`config.mk`:
```
export PLATFORM = sky130hd
export DESIGN_NAME = phase_sequencer_with_settle_detect_top
export DESIGN_NICKNAME = d
export VERILOG_FILES = /design/src/phs_pkg.sv /design/src/phs_in_stage.sv /design/src/phs_engine.sv /design/src/phase_sequencer_with_settle_detect_top.sv
export SDC_FILE = /design/constraint.sdc
export NUM_CORES = 1
export LEC_CHECK = 0
export ABC_AREA = 1
export BUFFER_PORTS_ARGS = -buffer_cell sky130_fd_sc_hd__buf_2
export CAP_MARGIN = 0
export CORE_ASPECT_RATIO = 0.9
export CORE_MARGIN = 3
export CORE_UTILIZATION = 33
export CTS_CLUSTER_SIZE = 24
export DETAILED_ROUTE_END_ITERATION = 7
export MAX_ROUTING_LAYER = met4
export PLACE_DENSITY = 0.5
export SETUP_SLACK_MARGIN = 0.1
export SYNTH_ARGS = -nofsm -noshare
export SYNTH_HDL_FRONTEND = slang
export SYNTH_HIERARCHICAL = 1
export SYNTH_SLANG_ARGS = --single-unit
```
`constraint.sdc`:
```
create_clock -name clock -period 4 [get_ports clock]
set_input_delay 0 -clock clock [delete_from_list [all_inputs] [get_ports clock]]
set_output_delay 0 -clock clock [all_outputs]
set_load 0.02 [all_outputs]
```
`src/phs_pkg.sv`:
```
`timescale 1ns / 1ps
// ----------------------------------------------------------------------------
// phs_pkg
// Shared types, codes and helpers for the phase sequencer with settle detect.
// ----------------------------------------------------------------------------
package phs_pkg;

   // action codes carried in req_tuser
   localparam logic [2:0] ACT_START  = 3'd0;
   localparam logic [2:0] ACT_HOLD   = 3'd1;
   localparam logic [2:0] ACT_STOP   = 3'd2;
   localparam logic [2:0] ACT_RESUME = 3'd3;
   localparam logic [2:0] ACT_RESET  = 3'd4;
   localparam logic [2:0] ACT_UPDATE = 3'd5;

   // configuration register indexes
   localparam logic REG_SAMPLING_TICKS   = 1'b0;
   localparam logic REG_SETTLE_THRESHOLD = 1'b1;

   // reset values of the configuration registers
   localparam logic [15:0] SAMPLING_TICKS_RST   = 16'd1000;
   localparam logic [15:0] SETTLE_THRESHOLD_RST = 16'd100;

   // output phase codes
   localparam logic [3:0] CODE_IDLE      = 4'd0;
   localparam logic [3:0] CODE_EXEC      = 4'd1;
   localparam logic [3:0] CODE_HOLDING   = 4'd2;
   localparam logic [3:0] CODE_HELD      = 4'd3;
   localparam logic [3:0] CODE_RESUMING  = 4'd4;
   localparam logic [3:0] CODE_STOPPING  = 4'd5;
   localparam logic [3:0] CODE_STOPPED   = 4'd6;
   localparam logic [3:0] CODE_COMPLETE  = 4'd7;
   localparam logic [3:0] CODE_RESETTING = 4'd8;

   // output step codes
   localparam logic [1:0] CODE_STEP_START  = 2'd0;
   localparam logic [1:0] CODE_STEP_SETTLE = 2'd1;
   localparam logic [1:0] CODE_STEP_STOP   = 2'd2;

   localparam logic [15:0] TICK_MAX = 16'hFFFF;

   typedef enum logic [8:0] {
      PH_IDLE      = 9'b000000001,
      PH_EXEC      = 9'b000000010,
      PH_HOLDING   = 9'b000000100,
      PH_HELD      = 9'b000001000,
      PH_RESUMING  = 9'b000010000,
      PH_STOPPING  = 9'b000100000,
      PH_STOPPED   = 9'b001000000,
      PH_COMPLETE  = 9'b010000000,
      PH_RESETTING = 9'b100000000
   } phase_type;

   typedef enum logic [2:0] {
      STEP_START  = 3'b001,
      STEP_SETTLE = 3'b010,
      STEP_STOP   = 3'b100
   } step_type;

   // one input item as held in the input register
   typedef struct packed {
      logic [2:0]  action;
      logic [15:0] pressure_sample;
      logic        motor_is_on;
   } item_type;

   function automatic logic [3:0] phase_code(input phase_type ph);
      logic [3:0] code;
      case (ph)
         PH_IDLE:      code = CODE_IDLE;
         PH_EXEC:      code = CODE_EXEC;
         PH_HOLDING:   code = CODE_HOLDING;
         PH_HELD:      code = CODE_HELD;
         PH_RESUMING:  code = CODE_RESUMING;
         PH_STOPPING:  code = CODE_STOPPING;
         PH_STOPPED:   code = CODE_STOPPED;
         PH_COMPLETE:  code = CODE_COMPLETE;
         PH_RESETTING: code = CODE_RESETTING;
         default:      code = CODE_IDLE;
      endcase
      return code;
   endfunction

   function automatic logic [1:0] step_code(input step_type st);
      logic [1:0] code;
      case (st)
         STEP_START:  code = CODE_STEP_START;
         STEP_SETTLE: code = CODE_STEP_SETTLE;
         STEP_STOP:   code = CODE_STEP_STOP;
         default:     code = CODE_STEP_START;
      endcase
      return code;
   endfunction

endpackage

```
`src/phs_in_stage.sv`:
```
`timescale 1ns / 1ps
// ----------------------------------------------------------------------------
// phs_in_stage
// Input register: captures one request transfer and holds it until the
// sequencer engine takes it.
// ----------------------------------------------------------------------------
module phs_in_stage
   import phs_pkg::*;
(
   input  logic        clock,
   input  logic        reset,
   input  logic        req_tvalid,
   output logic        req_tready,
   input  logic [23:0] req_tdata,   // [15:0] pressure_sample, [16] motor_is_on, rest zero
   input  logic [2:0]  req_tuser,   // [2:0] action
   input  logic        take,
   output logic        item_valid,
   output item_type    item
);

   logic     valid_ff, valid_in;
   item_type item_ff, item_in;

   // free when empty or when the held item moves on this cycle
   assign req_tready = !valid_ff || take;

   // next contents of the input register
   always_comb begin
      valid_in = valid_ff;
      item_in  = item_ff;
      if (req_tready) begin
         valid_in = req_tvalid;
         if (req_tvalid) begin
            item_in.action          = req_tuser;
            item_in.pressure_sample = req_tdata[15:0];
            item_in.motor_is_on     = req_tdata[16];
         end
      end
   end

   always_ff @(posedge clock) begin
      if (reset) begin
         valid_ff <= 1'b0;
      end else begin
         valid_ff <= valid_in;
      end
      item_ff <= item_in;
   end

   assign item_valid = valid_ff;
   assign item       = item_ff;

endmodule

```
`src/phs_engine.sv`:
```
`timescale 1ns / 1ps
// ----------------------------------------------------------------------------
// phs_engine
// Phase state machine, execution steps, settle timer and result register.
// ----------------------------------------------------------------------------
module phs_engine
   import phs_pkg::*;
(
   input  logic        clock,
   input  logic        reset,
   input  logic        csr_valid,
   output logic        csr_ready,
   input  logic        csr_index,
   input  logic [15:0] csr_data,
   input  logic        item_valid,
   input  item_type    item,
   output logic        take,
   output logic        rsp_tvalid,
   input  logic        rsp_tready,
   output logic [7:0]  rsp_tdata   // [3:0] phase, [5:4] exec_step, [6] motor_request, [7] zero
);

   logic [15:0] sampling_ticks_ff, sampling_ticks_in;
   logic [15:0] settle_threshold_ff, settle_threshold_in;

   phase_type   phase_ff, phase_in;
   step_type    step_ff, step_in;
   logic [15:0] tick_ff, tick_in;
   logic        timer_ff, timer_in;
   logic [15:0] held_ff, held_in;
   logic        motor_ff, motor_in;

   logic        rsp_valid_ff, rsp_valid_in;
   logic [7:0]  rsp_data_ff, rsp_data_in;

   logic [15:0] tick_inc;
   logic [15:0] diff;

   // configuration writes are always taken
   assign csr_ready = 1'b1;

   always_comb begin
      sampling_ticks_in   = sampling_ticks_ff;
      settle_threshold_in = settle_threshold_ff;
      if (csr_valid) begin
         case (csr_index)
            REG_SAMPLING_TICKS:   sampling_ticks_in   = csr_data;
            REG_SETTLE_THRESHOLD: settle_threshold_in = csr_data;
            default: ;
         endcase
      end
   end

   // the held item moves on when the result register is free
   assign take = item_valid && (!rsp_valid_ff || rsp_tready);

   // saturating tick count and absolute sample difference
   assign tick_inc = (timer_ff && tick_ff != TICK_MAX) ? tick_ff + 16'd1 : tick_ff;
   assign diff     = (item.pressure_sample >= held_ff) ? item.pressure_sample - held_ff
                                                       : held_ff - item.pressure_sample;

   // sequencer next state
   always_comb begin
      phase_in = phase_ff;
      step_in  = step_ff;
      tick_in  = tick_ff;
      timer_in = timer_ff;
      held_in  = held_ff;
      motor_in = motor_ff;
      if (take) begin
         case (item.action)
            ACT_START: begin
               if (phase_ff == PH_IDLE) phase_in = PH_EXEC;
            end
            ACT_HOLD: begin
               if (phase_ff == PH_EXEC) phase_in = PH_HOLDING;
            end
            ACT_STOP: begin
               if (phase_ff inside {PH_EXEC, PH_RESUMING, PH_HOLDING, PH_HELD})
                  phase_in = PH_STOPPING;
            end
            ACT_RESUME: begin
               if (phase_ff == PH_HELD) phase_in = PH_RESUMING;
            end
            ACT_RESET: begin
               if (phase_ff inside {PH_STOPPED, PH_COMPLETE}) phase_in = PH_RESETTING;
            end
            ACT_UPDATE: begin
               tick_in = tick_inc;
               case (phase_ff)
                  PH_EXEC: begin
                     case (step_ff)
                        STEP_START: begin
                           motor_in = 1'b1;
                           if (item.motor_is_on) begin
                              held_in  = item.pressure_sample;
                              tick_in  = '0;
                              timer_in = 1'b1;
                              step_in  = STEP_SETTLE;
                           end
                        end
                        STEP_SETTLE: begin
                           if (tick_inc > sampling_ticks_ff) begin
                              if (diff < settle_threshold_ff) begin
                                 timer_in = 1'b0;
                                 step_in  = STEP_STOP;
                              end else begin
                                 held_in = item.pressure_sample;
                                 tick_in = '0;
                              end
                           end
                        end
                        STEP_STOP: begin
                           motor_in = 1'b0;
                           if (!item.motor_is_on) phase_in = PH_COMPLETE;
                        end
                        default: ;
                     endcase
                  end
                  PH_HOLDING, PH_STOPPING: begin
                     motor_in = 1'b0;
                     if (!item.motor_is_on) begin
                        timer_in = 1'b0;
                        phase_in = (phase_ff == PH_HOLDING) ? PH_HELD : PH_STOPPED;
                     end
                  end
                  PH_RESUMING, PH_RESETTING: begin
                     tick_in  = '0;
                     timer_in = 1'b0;
                     step_in  = STEP_START;
                     phase_in = (phase_ff == PH_RESUMING) ? PH_EXEC : PH_IDLE;
                  end
                  PH_COMPLETE: phase_in = PH_RESETTING;
                  default: ;
               endcase
            end
            default: ;
         endcase
      end
   end

   // result register
   always_comb begin
      rsp_valid_in = rsp_valid_ff;
      rsp_data_in  = rsp_data_ff;
      if (take) begin
         rsp_valid_in = 1'b1;
         rsp_data_in  = {1'b0, motor_in, step_code(step_in), phase_code(phase_in)};
      end else if (rsp_tready) begin
         rsp_valid_in = 1'b0;
      end
   end

   always_ff @(posedge clock) begin
      if (reset) begin
         sampling_ticks_ff   <= SAMPLING_TICKS_RST;
         settle_threshold_ff <= SETTLE_THRESHOLD_RST;
         phase_ff            <= PH_IDLE;
         step_ff             <= STEP_START;
         tick_ff             <= '0;
         timer_ff            <= 1'b0;
         held_ff             <= '0;
         motor_ff            <= 1'b0;
         rsp_valid_ff        <= 1'b0;
      end else begin
         sampling_ticks_ff   <= sampling_ticks_in;
         settle_threshold_ff <= settle_threshold_in;
         phase_ff            <= phase_in;
         step_ff             <= step_in;
         tick_ff             <= tick_in;
         timer_ff            <= timer_in;
         held_ff             <= held_in;
         motor_ff            <= motor_in;
         rsp_valid_ff        <= rsp_valid_in;
      end
      rsp_data_ff <= rsp_data_in;
   end

   assign rsp_tvalid = rsp_valid_ff;
   assign rsp_tdata  = rsp_data_ff;

endmodule

```
`src/phase_sequencer_with_settle_detect_top.sv`:
```
`timescale 1ns / 1ps
// ----------------------------------------------------------------------------
// phase_sequencer_with_settle_detect_top
// Batch phase sequencer: commands and update ticks in, phase, execution step
// and agitator command out, one result per request.
// ----------------------------------------------------------------------------
//  channel  direction  handshake             payload
//  req      in         req_tvalid/tready     tdata: sample, motor fb; tuser: action
//  rsp      out        rsp_tvalid/tready     tdata: phase, exec_step, motor_request
//  csr      in         csr_valid/ready       csr_index, csr_data
//
//  a request is registered on transfer and handled once the result register is
//  free, so its result is registered there and then held until it transfers
//  sustained rate is one request per cycle while rsp_tready stays high, set by
//  the single state update between the input register and the result register
//  reset is synchronous, active high; configuration returns to 1000 / 100
//  a stalled result holds the result register; the input register still
//  takes one more request, then req_tready drops
// ----------------------------------------------------------------------------
module phase_sequencer_with_settle_detect_top
   import phs_pkg::*;
(
   input  logic        clock,
   input  logic        reset,
   input  logic        req_tvalid,
   output logic        req_tready,
   input  logic [23:0] req_tdata,   // [15:0] pressure_sample, [16] motor_is_on, rest zero
   input  logic [2:0]  req_tuser,   // [2:0] action
   output logic        rsp_tvalid,
   input  logic        rsp_tready,
   output logic [7:0]  rsp_tdata,   // [3:0] phase, [5:4] exec_step, [6] motor_request, [7] zero
   input  logic        csr_valid,
   output logic        csr_ready,
   input  logic        csr_index,
   input  logic [15:0] csr_data
);

   logic     take;
   logic     item_valid;
   item_type item;

   // input register
   phs_in_stage u_in_stage (
      .clock      (clock),
      .reset      (reset),
      .req_tvalid (req_tvalid),
      .req_tready (req_tready),
      .req_tdata  (req_tdata),
      .req_tuser  (req_tuser),
      .take       (take),
      .item_valid (item_valid),
      .item       (item)
   );

   // sequencer and result register
   phs_engine u_engine (
      .clock      (clock),
      .reset      (reset),
      .csr_valid  (csr_valid),
      .csr_ready  (csr_ready),
      .csr_index  (csr_index),
      .csr_data   (csr_data),
      .item_valid (item_valid),
      .item       (item),
      .take       (take),
      .rsp_tvalid (rsp_tvalid),
      .rsp_tready (rsp_tready),
      .rsp_tdata  (rsp_tdata)
   );

   // a handled item always leaves a result behind
   assert property (@(posedge clock) disable iff (reset) take |=> rsp_tvalid)
      else $error("handled request left no result");

   // step code three never occurs
   assert property (@(posedge clock) disable iff (reset)
      rsp_tvalid |-> rsp_tdata[5:4] != 2'd3)
      else $error("invalid execution step reported");

   // agitator only driven while executing, holding or stopping
   assert property (@(posedge clock) disable iff (reset)
      (rsp_tvalid && rsp_tdata[6]) |->
         (rsp_tdata[3:0] == CODE_EXEC || rsp_tdata[3:0] == CODE_HOLDING ||
          rsp_tdata[3:0] == CODE_STOPPING))
      else $error("motor requested in a quiet phase");

endmodule

```
* Word-level counts from Yosys, hierarchy flattened
Index checks and enable logic that the tools add are counted.
Word-level totals: input port bits 49, word-level logic and storage cells 122, output and inout bits 11, flip-flop bits (word level) 107
Cells by class: $lt $le $gt $ge 3, reduce and logical (&&, ||, !) cells 20, equality and inequality tests 36, muxes and demuxes 45, bitwise logic cells 1, add/subtract/negate cells 3
Operator list (number):
- 16-bit 2-to-1 mux | 8
- 16-bit one-hot mux with 2 select lines | 3
- 9-bit 2-to-1 mux | 9
- 9-bit one-hot mux with 6 select lines | 1
- 9-bit one-hot mux with 4 select lines | 1
- 4-bit one-hot mux with 8 select lines | 1
- 16-bit subtractor | 2
- 9-bit by 2-bit equality test with 1-bit output, second input constant | 2
- 9-bit by 3-bit equality test with 1-bit output, second input constant | 2
- 9-bit by 4-bit equality test with 1-bit output, second input constant | 2
- 9-bit by 5-bit equality test with 1-bit output, second input constant | 2
- 9-bit by 6-bit equality test with 1-bit output, second input constant | 2
- 9-bit by 7-bit equality test with 1-bit output, second input constant | 2
- 9-bit by 8-bit equality test with 1-bit output, second input constant | 2
- 9-bit equality test, second input constant | 2
- 16-bit by 1-bit adder with 16-bit output, second input constant | 1
- 16-bit >= comparator | 1
- 16-bit greater-than comparator | 1
- 16-bit less-than comparator | 1
- 16-bit inequality test, second input constant | 1
- 3-bit 2-to-1 mux | 5
- 3-bit by 2-bit equality test with 1-bit output, second input constant | 4
- 3-bit equality test, second input constant | 4
- 3-bit inequality test, second input constant | 4
- other kinds (23) | 45

* Logic depth before layout (Yosys ltp)
Gate-level depths: netlist of the first run.
word-level depth 11, gate-level depth with buffers 27

* Modules after synthesis
Netlist of the first run, hierarchy kept.
By module, submodules not included:
- phs_engine | instances 1, seq. area each 1791.7 µm², cells an instance 1062, area an instance 6867.8 µm²
- phs_in_stage | instances 1, seq. area each 620.6 µm², cells an instance 26, area an instance 648.1 µm²

* Least setup slack after synthesis of the first run
No wires, ideal clock.
path type flip-flop to flip-flop, start register u_in_stage.item_ff, in the netlist u_in_stage/item[1], end register u_engine.rsp_data_ff[4], in the netlist u_engine/rsp_tdata[4], data pin, period minus slack after synthesis 3613 ps, arrival 3362 ps, required time 3748 ps, setup time 252 ps, setup slack 387 ps, buffers on the path 1, stages on the path, launching flop included 23, cell sequence edfxtp_1 inv_1 ha_1 inv_1 fa_1 a21oi_1 o21ai_1 nand2_1 nand3_2 buf_4 o31ai_1 xor2_1 inv_1 ha_1 nand2_1 o21ai_0 a21oi_1 nand3_1 or2_2 nor2_1 nor2_1 nor2_1 nor2_1
Between the ends: longest elaborated chain between the ends 11
Ends and longest elaborated chain:
- from (decl) | line phs_in_stage.sv:22 | item_type item_ff, item_in;
- from (signal assigned) | line phs_in_stage.sv:47 | item_ff <= item_in;
- 16-bit subtractor, or another cell as far along | line phs_engine.sv:60 | : held_ff - item.pressure_sample;
- 16-bit 2-to-1 mux (*) | line phs_engine.sv:59 | assign diff = (item.pressure_sample >= held_ff) ? item.pressure_sample - held_ff
- 16-bit less-than comparator (*) | line phs_engine.sv:104 | if (diff < settle_threshold_ff) begin
- 3-bit 2-to-1 mux (*) | line phs_engine.sv:104
- 3-bit 2-to-1 mux (*) | line phs_engine.sv:103 | if (tick_inc > sampling_ticks_ff) begin
- 3-bit one-hot mux with 2 select lines (*) | line phs_engine.sv:92 | case (step_ff)
- 3-bit one-hot mux with 2 select lines (*) | line phs_engine.sv:90 | case (phase_ff)
- 3-bit 2-to-1 mux (*) | line phs_engine.sv:71 | case (item.action)
- 3-bit 2-to-1 mux (*) | line phs_engine.sv:70 | if (take) begin
- 3-bit equality test / 3-bit by 2-bit equality test with 1-bit output (equally long branches) | line phs_pkg.sv:86 | case (st)
- 2-bit one-hot mux with 2 select lines (*) | line phs_pkg.sv:86
- to (signal assigned) | line phs_engine.sv:176 | rsp_data_ff <= rsp_data_in;
- to (decl) | line phs_engine.sv:34 | logic [7:0] rsp_data_ff, rsp_data_in;
Mark *: on every way between the ends. The rest lies on a longest branch, timed or not. A chain may end at the register's enable or synchronous reset.

* Worst setup path after layout of the first run
start register u_in_stage.item_ff, in the netlist u_in_stage/item[1], end register u_engine.held_ff[2]
Between the ends: longest elaborated chain between the ends 5
Ends and longest elaborated chain:
- 16-bit subtractor, or another cell as far along | line phs_engine.sv:60
- 16-bit 2-to-1 mux (*) | line phs_engine.sv:59
- 16-bit less-than comparator (*) | line phs_engine.sv:104
- 2-bit inequality test (no source line) (*)
- 7-bit AND reduction (no source line) (*)
- to (signal assigned) | line phs_engine.sv:172 | held_ff <= held_in;
- to (decl) | line phs_engine.sv:30 | logic [15:0] held_ff, held_in;
Marks and branches as above.

==> results of run 1 <==
placed cells by master (no fill, tap or decap), types with 4 or more instances in the layout:
| master | n |
|---|---|
| nand2_1 | 212 |
| inv_1 | 166 |
| a21oi_1 | 114 |
| nor2_1 | 95 |
| dfxtp_1 | 80 |
| ha_1 | 60 |
| o21ai_0 | 59 |
| buf_2 | 51 |
| nand3_1 | 49 |
| dlygate4sd3_1 | 38 |
| buf_4 | 38 |
| edfxtp_1 | 27 |
| nand2_2 | 23 |
| xor2_1 | 22 |
| inv_2 | 21 |
| nor3_1 | 13 |
| o21ai_1 | 13 |
| o211ai_1 | 13 |
| clkbuf_16 | 11 |
| o21ai_2 | 10 |
| a21oi_2 | 9 |
| nand4_1 | 8 |
| xnor2_1 | 8 |
| nor2_4 | 7 |
| clkinv_4 | 5 |
| a21o_1 | 4 |
| o21a_1 | 4 |
logic make-up after synthesis:
kind of cell / Yosys count / share of synthesized area [%]
other: 2 / 0.09992
buffers and inverters: 213 / 10.84
adders and majority gates: 65 / 11.02
AOI/OAI and AO/OA: 244 / 17.70
DFF: 107 / 32.10
and+or+nand+nor: 426 / 24.62
muxes: 1 / 0.1332
xor gates and xnor gates: 30 / 3.496
state kept, by name, indices dropped and copies added (netlist names):
name and cells:
u_engine/held_ff 16, u_engine/motor_ff 1, u_engine/phase_ff 9, u_engine/rsp_tdata 7, u_engine/rsp_tvalid 1, u_engine/sampling_ticks_ff 16, u_engine/settle_threshold_ff 16, u_engine/step_ff 3
u_engine/tick_ff 16, u_engine/timer_ff 1, u_in_stage/item 20, u_in_stage/item_valid 1
timing repair:
item                                    CTS  global route
setup buffers                             0             4
pin swaps                                 4            15
gates cloned                              0             3
hold endpoints to repair                 54             0
resized for setup                        10            55
endpoints found under the setup margin   36            37
hold buffers                             38             0
power by group:
group / switching, mW / internal, mW
Combinational: 0.302 / 0.210
Clock: 0.448 / 0.434
Sequential: 0.0201 / 1.15
Total: 0.770 / 1.79
final cells by class:
type	instances	share of cell area (%)
clock buffers	9	2.427
clock inverters	7	0.6606
inverters	187	7.564
multi-input cells	768	48.29
flip-flops and latches	107	25.99
well taps	291	3.923
repair buffers	133	11.14
routing by layer:
| layer | vias to the layer above | share of wire (%) | GRT usage (%) |
|---|---|---|---|
| met5 | - | 0 | - |
| met3 | 15 | 3.1 | 2.998 |
| li1 | 3770 | - | - |
| met1 | 3223 | 54 | 24.89 |
| met2 | 130 | 42 | 24.57 |
| met4 | 0 | 0.94 | 3.606 |
critical path, stage by stage, from the launching register on:
cell	delay (ns)
edfxtp_1	0.39
inv_1	0.07
ha_2	0.19
inv_2	0.04
fa_2	0.34
a21oi_2	0.17
o21ai_2	0.07
nand2_1	0.10
nand3_4	0.12
buf_6	0.16
o21ai_1	0.06
o21ai_1	0.07
nor2_1	0.14
xor2_1	0.24
inv_1	0.08
ha_1	0.27
nand4_1	0.14
nor3_2	0.18
nand2_2	0.11
nand2_2	0.09
nand2_2	0.05
nand2_2	0.09
nand3_4	0.12
buf_12	0.19
o21ai_0	0.15
a21oi_1	0.05
worst min path at each step:
stage	endpoint	slack, ns	cells past startpoint
after floorplan	u_in_stage/item_valid	0.06	1
after global placement	u_in_stage/item[14]	0.18	1
after detailed placement	u_in_stage/item[8]	0.18	1
after CTS	u_engine/phase_ff[5]	0.14	2
after global routing	u_engine/phase_ff[2]	0.17	2
final	u_engine/phase_ff[2]	0.14	2
through the flow:
step	cell area (µm²)	TNS [ns]	power, mW	util [%]
2_1_floorplan	7516	0	1.488	-
3_3_place_gp	8332	-0.1074	1.639	37.85
3_5_place_dp	8332	-0.1171	1.640	37.85
4_1_cts	9034	0	2.575	41.03
5_1_grt	9280	-1.173	2.719	42.15
6_report	9280	0	2.564	42.15
==> results.sh, run 1 <==
export IMPL_layout_drive_gt1_share_pct=16.68
export IMPL_status="finished, final reports clean"
export IMPL_numCtsBuffers=9
export IMPL_p_leak_nw=4.256
export IMPL_n_antenna_cell=0
export IMPL_die_w_um=165.1
export IMPL_setup_slack_ns=0.1897
export IMPL_cts_sinks=107
export IMPL_clk_latency_ns=0.36
export IMPL_port_buffers=50
export IMPL_synth_edf_count=27
export IMPL_layoutNonFillerInstCount=1502
export IMPL_rows=51
export IMPL_crit_fanout=8
export IMPL_routabilityCongestion=0.8812
export IMPL_grt_usage_pct=17.05
export IMPL_max_slew_margin_rel_pct=33.50
export IMPL_synth_ff_type="dfxtp_1"
export IMPL_ys_warn_count=6
export IMPL_overflow=0
export IMPL_critPathRequiredTime_ns=4.25
export IMPL_firstDrtPassIters=5
export IMPL_dp_cells=1441
export IMPL_multi_input_area_mm2=0.004482
export IMPL_die_area_mm2=0.02463
export IMPL_r2r_cells=25
export IMPL_ant_nets=0
export IMPL_tritoncts="yes"
export IMPL_cts_buffer_depth=2
export IMPL_hold_class="in2reg"
export IMPL_detail_route_wl_per_cell_um=13.81
export IMPL_fin_crit_sh_pct=95.26
export IMPL_irDropWorstVdd_mv=0.1647
export IMPL_syn_cell_area_mm2=0.007516
export IMPL_rr_startpoint="u_in_stage/item[1]"
export IMPL_nets=1320
export IMPL_syn_nets=1202
export IMPL_area_delta_synth_final_pct=23.47
export IMPL_initial_core_util_pct=34.14
export IMPL_syn_inst=1088
export IMPL_crit_end="u_engine/held_ff[2]"
export IMPL_synthArstFlopShare_pct=0
export IMPL_critPathKind="reg2reg"
export IMPL_fillerInstances=2289
export IMPL_end_kind="flop"
export IMPL_synth_most_common_cell="nand2_1"
export IMPL_fp_coreArea_mm2=0.02201
export IMPL_wl_um=20740
export IMPL_pre_cts_ws_ns=-0.1033
export IMPL_powerDensity_mw_per_mm2=276.3
export IMPL_hold_ws_ns=0.1362
export IMPL_grt_pass1_vias=6684
export IMPL_hold_viol_final=0
export IMPL_grt_start_max_net_pins=52
export IMPL_setup_viol=0
export IMPL_regArea_mm2=0.002412
export IMPL_route_detailed_drc=0
export IMPL_synth_seq_cells=107
export IMPL_num_io_pins=60
export IMPL_seq_area_frac_synth_pct=32.10
export IMPL_clk_pin_slew_worst_paths_ns=0.08
export IMPL_tightest_slew_ns=0.9938
export IMPL_grt_pass1_wl_um=32870
export IMPL_r2r_end="u_engine/held_ff[2]"
export IMPL_skew_ns=0.01183
export IMPL_cts_root_buffer_cell="clkbuf_16"
export IMPL_critPathLaunchType="flop"
export IMPL_rsz0062_at_grt="yes"
export IMPL_dp_hpwl_um=15590
export IMPL_htree_levels=3
export IMPL_synth_cell_type_count=46
export IMPL_fin_crit_ns=3.810
export IMPL_maxSlewViolCount=0
export IMPL_r2r_slack_ns=0.19
export IMPL_max_freq_mhz=262.5
export IMPL_synthTopCellsByCount="nand2_1 (220), inv_1 (169), a21oi_1 (121)"
export IMPL_critPathLaunch="u_in_stage/item[1]"
export IMPL_yosys_top_cells_area="dfxtp_1 (21%), nand2_1 (11%), edfxtp_1 (11%)"
export IMPL_crit_arrival_ns=4.06
export IMPL_postSynthAreaPerCell_um2=6.908
export IMPL_hold_path_startpoint="reset"
export IMPL_synth_top_area_share_pct=21.31
export IMPL_die_y_um=149.2
export IMPL_maxCapViolCount=0
export IMPL_antenna_found_initial=0
export IMPL_vias_per_cell=4.752
export IMPL_yosysTopAreaCell="dfxtp_1"
export IMPL_dr_first_iter_drc_count=440
export IMPL_via_count=7138
(Power assumes the default switching activity.)
==> run 2, diff against run 1 <==
Settings changed: CORE_MARGIN 3 to 2.
==> run 2 against run 1 <==
  * Total power rose by 0.22%
  * Count of clock-buffer cells in the layout did not move
  * Register-to-register slack improved by 0.04 ns
  * Cell count rose by 0.73%
  * Sequential power barely moved
  * Utilization fell by 0.18 points
  * Hold slack improved by 0.0034 ns
  * Global-route usage rose by 0.50 points
  * Combinational power rose by 2%
  * Non-clock buffer count rose by 5
  * Wire length fell by 0.54%
  * Largest power group unchanged
  * Sequential share of layout area fell by 0.39 points
==> results.sh, run 2 (same netlist as run 1, synthesis figures left out) <==
export IMPL_status="finished, final reports clean"
export IMPL_p_total_mw=2.570
export IMPL_area_delta_synth_final_pct=25.37
export IMPL_ant_nets=0
export IMPL_dp_cells=1445
export IMPL_critPathRequiredTime_ns=4.12
export IMPL_fin_crit_sh_pct=94.25
export IMPL_vias_per_cell=4.683
export IMPL_layout_drive_gt1_share_pct=18.59
export IMPL_via_count=7086
export IMPL_r2r_slack_ns=0.23
export IMPL_min_delay_path_depth=2
export IMPL_routabilityCongestion=0.8625
export IMPL_skew_ns=0.01174
export IMPL_rows=52
export IMPL_die_area_mm2=0.02400
export IMPL_cts_buffer_depth=2
export IMPL_maxSlewViolCount=0
export IMPL_cts_root_buffer_cell="clkbuf_16"
export IMPL_grt_pass1_wl_um=32940
export IMPL_rr_startpoint="u_in_stage/item[16]"
export IMPL_dp_hpwl_um=15230
export IMPL_overflow=0
export IMPL_crit_arrival_ns=3.89
export IMPL_crit_fanout=15
export IMPL_critPathLaunchType="flop"
export IMPL_firstDrtPassIters=5
export IMPL_grt_start_max_net_pins=52
export IMPL_hold_ws_ns=0.1396
export IMPL_hold_class="in2reg"
export IMPL_tightest_slew_ns=0.9535
export IMPL_hold_viol_final=0
export IMPL_numCtsBuffers=9
export IMPL_end_kind="flop"
export IMPL_grt_pass1_vias=6741
export IMPL_detail_route_wl_per_cell_um=13.64
export IMPL_num_io_pins=60
export IMPL_irDropWorstVdd_mv=0.1851
export IMPL_p_leak_nw=4.314
export IMPL_max_slew_margin_rel_pct=36.20
export IMPL_route_detailed_drc=0
export IMPL_r2r_cells=20
export IMPL_hold_path_startpoint="reset"
export IMPL_whs_endpoint="u_engine/phase_ff[5]"
export IMPL_cts_sinks=107
export IMPL_r2r_end="u_engine/rsp_tdata[4]"
export IMPL_clk_latency_ns=0.36
export IMPL_dr_first_iter_drc_count=328
export IMPL_die_w_um=163.1
export IMPL_critPathKind="reg2reg"
export IMPL_fp_coreArea_mm2=0.02245
export IMPL_tritoncts="yes"
export IMPL_max_freq_mhz=265.3
export IMPL_layoutNonFillerInstCount=1513
export IMPL_rsz0062_at_grt="yes"
export IMPL_clk_pin_slew_worst_paths_ns=0.08
export IMPL_fin_crit_ns=3.770
export IMPL_port_buffers=50
export IMPL_antenna_found_initial=0
export IMPL_die_y_um=147.2
export IMPL_powerDensity_mw_per_mm2=272.8
export IMPL_largest_register_ffs=20
export IMPL_final_cell_mix="nand2_1 (211), inv_1 (166), a21oi_1 (105)"
export IMPL_setup_viol=0
export IMPL_maxCapViolCount=0
export IMPL_grt_usage_pct=17.55
export IMPL_initial_core_util_pct=33.48
export IMPL_n_antenna_cell=0
export IMPL_htree_levels=3
export IMPL_final_common_cell="nand2_1"
export IMPL_nets=1325
export IMPL_wl_um=20630
-- run 2: cell count changes in the layout (fill, tap and decap cells not counted), sizes merged --
cell    previous run  this run
inv              189       192
clkinv             5         2
buf               93        98
-- run 2: worst max-delay path by stage --
stage / from / endpoint / slack [ns] / cells after the start
after global routing: u_in_stage/item[13] / u_engine/held_ff[9] / -0.09 / 23
after global placement: u_in_stage/item[1] / u_engine/rsp_tdata[4] / -0.09 / 23
after detailed placement: u_in_stage/item[1] / u_engine/rsp_tdata[4] / -0.13 / 22
final: u_in_stage/item[16] / u_engine/rsp_tdata[4] / 0.23 / 20
after floorplan: u_in_stage/item[1] / u_engine/rsp_tdata[4] / 0.39 / 22
after CTS: u_in_stage/item[1] / u_engine/rsp_tdata[4] / 0.11 / 22
-- run 2: final cells by class --
cell class                 instances  area (µm²)
clock buffer                       9       225.2
clock inverter                     7       48.80
fill                            2374       13020
inverter                         187       701.9
multi-input combinational        768        4581
sequential                       107        2412
tap                              297       371.6
timing repair buffer             138        1082
-- run 2: through the flow --
step / setup TNS [ns] / util (%) / instance area (µm²) / setup slack (ns)
finish: 0 / 41.98 / 9423 / 0.2300
detailed placement: -0.1740 / 37.14 / 8337 / -0.1319
global placement: -0.08968 / 37.14 / 8337 / -0.08625
CTS: 0 / 40.22 / 9029 / 0.1090
global route: -0.9343 / 41.98 / 9423 / -0.08738
floorplan: 0 / - / 7516 / 0.3868
-- run 2: worst max-delay path, stage by stage (launching register included) --
cell and delay (ns):
edfxtp_1 0.41, ha_1 0.35, nand2_2 0.12, nor4_4 0.32
nand4_1 0.20, nand3_4 0.13, buf_12 0.15, a31oi_1 0.05
a21o_1 0.17, xnor2_1 0.19, inv_1 0.08, ha_1 0.29
a21oi_1 0.14, o21ai_1 0.11, a21oi_4 0.17, nand3_1 0.11
or2_4 0.27, nor2_2 0.09, nor2_1 0.05, nor2_1 0.09
nor2_1 0.05
-- run 2: timing repair --
item,CTS,global route
setup buffers,1,11
hold buffers,38,0
gates resized for setup,8,86
endpoints found under the hold margin,54,0
pin swaps,4,27
cloned,0,2
endpoints found under the setup margin,36,37
-- run 2: power by group --
group	switching [mW]	internal (mW)	total, mW
clock	0.447	0.430	0.877
sequential	0.0200	1.15	1.17
combinational	0.305	0.219	0.523
-- run 2: metal layers --
layer | share of wire [%] | vias to the layer above | GRT usage, %
met5 | 0 | - | -
met4 | 0.83 | 0 | 3.451
met3 | 2.5 | 12 | 2.541
met2 | 43 | 87 | 26.74
met1 | 53 | 3202 | 24.81
li1 | - | 3785 | -
==> run 3, diff against run 2 <==
Settings changed: BUFFER_PORTS_ARGS -buffer_cell sky130_fd_sc_hd__buf_2 to -buffer_cell sky130_fd_sc_hd__buf_4.
==> run 3 against run 2 <==
  * Count of clock-buffer cells in the layout rose by 6
  * Design area rose by 1.8%
  * Critical path type unchanged
  * Clock power rose by 10%
  * Maximum frequency fell by 0.59%
  * Clock skew barely moved
  * Sequential power barely moved
  * Total power rose by 4.0%
  * First-iteration DRC count rose by 29%
  * Global-route usage fell by 0.33 points
  * Critical path depth rose by 2
  * Non-clock buffer count rose by 1
==> results.sh, run 3 (same netlist as run 1, synthesis figures left out) <==
export IMPL_status="finished, final reports clean"
export IMPL_irDropWorstVdd_mv=0.1834
export IMPL_crit_fanout=6
export IMPL_grt_pass1_wl_um=32400
export IMPL_setup_slack_ns=0.2075
export IMPL_die_area_mm2=0.02400
export IMPL_critPathRequiredTime_ns=4.12
export IMPL_pre_cts_ws_ns=-0.1587
export IMPL_via_count=7231
export IMPL_max_freq_mhz=263.7
export IMPL_die_y_um=147.2
export IMPL_initial_core_util_pct=33.48
export IMPL_route_detailed_drc=0
export IMPL_fillerInstances=2354
export IMPL_num_io_pins=60
export IMPL_critPathTopFamily="simple AND/OR/NAND/NOR gates"
export IMPL_overflow=0
export IMPL_tightest_slew_ns=0.9807
export IMPL_path_cells="buf_4 -> fa_2 -> a21oi_2 -> o21ai_2 -> nand2_2 -> nand3_4 -> buf_6 -> o21ai_1 -> o21ai_1 -> nor2_1 -> xor2_1 -> inv_1 -> ha_1 -> nand4_1 -> inv_1 -> a21oi_4 -> nand3_2 -> or2_4 -> nor2_2 -> nor2_1 -> nor2_1 -> nor2_1"
export IMPL_fp_coreArea_mm2=0.02245
export IMPL_tritoncts="yes"
export IMPL_powerDensity_mw_per_mm2=278.7
export IMPL_cts_sinks=107
export IMPL_fin_crit_sh_pct=94.81
export IMPL_layout_drive_gt1_share_pct=18.49
export IMPL_grt_start_max_net_pins=52
export IMPL_dp_hpwl_um=15130
export IMPL_hold_viol_final=0
export IMPL_hold_class="in2reg"
export IMPL_maxCapViolCount=0
export IMPL_cts_buffer_depth=2
export IMPL_critPathLaunchType="flop"
export IMPL_path_buf_inv=4
export IMPL_slowest_stage="edfxtp_1"
export IMPL_detail_route_wl_per_cell_um=13.39
export IMPL_clk_pin_slew_worst_paths_ns=0.07
export IMPL_dp_cells=1446
export IMPL_final_cell_mix="nand2_1 (209), inv_1 (167), a21oi_1 (105)"
export IMPL_crit_arrival_ns=3.91
export IMPL_fin_crit_ns=3.792
export IMPL_max_slew_margin_rel_pct=34.38
export IMPL_slowest_delay_ns=0.46
export IMPL_dr_first_iter_drc_count=424
export IMPL_clk_latency_ns=0.36
export IMPL_firstDrtPassIters=4
export IMPL_maxSlewViolCount=0
export IMPL_cts_root_buffer_cell="clkbuf_16"
export IMPL_layoutNonFillerInstCount=1514
export IMPL_rows=52
export IMPL_critPathKind="reg2reg"
export IMPL_skew_ns=0.01162
export IMPL_largest_register_ffs=20
export IMPL_vias_per_cell=4.776
export IMPL_cp_common_cell="nor2_1"
export IMPL_antenna_found_initial=0
export IMPL_htree_levels=3
export IMPL_fin_util_pct=42.73
export IMPL_area_delta_synth_final_pct=27.62
export IMPL_ant_nets=0
export IMPL_final_common_cell="nand2_1"
export IMPL_die_w_um=163.1
export IMPL_wl_um=20280
export IMPL_grt_pass1_vias=6620
export IMPL_routabilityCongestion=0.8902
export IMPL_rsz0062_at_grt="yes"
export IMPL_setup_viol=0
export IMPL_grt_usage_pct=17.22
export IMPL_p_leak_nw=4.368
export IMPL_end_kind="flop"
export IMPL_p_total_mw=2.673
export IMPL_numCtsBuffers=9
export IMPL_nets=1326
export IMPL_n_antenna_cell=0
export IMPL_port_buffers=50
==> run 3: path summary, 6_finish.rpt <==
| path | startpoint | end | slack, ns | cells past startpoint |
|---|---|---|---|---|
| max | u_in_stage/item[2] | u_engine/rsp_tdata[4] | 0.21 | 22 |
| min | reset | u_engine/phase_ff[7] | 0.03 | 2 |
| max reg2reg | u_in_stage/item[2] | u_engine/rsp_tdata[4] | 0.21 | 22 |
| min reg2reg | u_engine/sampling_ticks_ff[1] | u_engine/sampling_ticks_ff[1] | 0.46 | 2 |
==> run 3: routing by layer <==
metal	vias up	share of wire, %	global-route usage, %
met5	-	0	-
met4	0	1.1	4.027
met3	13	3.1	2.682
met2	100	43	25.68
met1	3327	53	24.45
li1	3791	-	-
==> run 3: power by group <==
group | total, mW | switching, mW | internal (mW)
Clock | 0.969 | 0.416 | 0.552
Combinational | 0.532 | 0.302 | 0.230
Sequential | 1.17 | 0.0214 | 1.15
==> run 3: repair_timing <==
| action | CTS | global route |
|---|---|---|
| endpoints found under the hold margin | 54 | 0 |
| pin swaps | 5 | 12 |
| endpoints found under the setup margin | 36 | 37 |
| resized for setup | 14 | 80 |
| cloned | 1 | 2 |
| setup buffers | 1 | 10 |
| hold buffers | 38 | 0 |
==> run 3: metrics by stage <==
step / hold slack [ns] / setup TNS (ns) / cell area, µm²
detailed placement: 0.1797 / -0.2195 / 8457
CTS: 0.02521 / 0 / 9226
finish: 0.03098 / 0 / 9592
global route: 0.04330 / -0.01495 / 9592
floorplan: 0.06244 / 0 / 7516
global placement: 0.1786 / -0.1827 / 8457
==> run 3: cell type report <==
type / instances / area (µm²) / area share, %
Multi-Input combinational cell: 768 / 4574 / 47.69
Sequential cell: 107 / 2412 / 25.15
Timing Repair Buffer: 139 / 1202 / 12.54
Inverter: 187 / 701.9 / 7.318
Tap cell: 297 / 371.6 / 3.874
Clock buffer: 15 / 320.3 / 3.339
Clock inverter: 1 / 8.758 / 0.09131
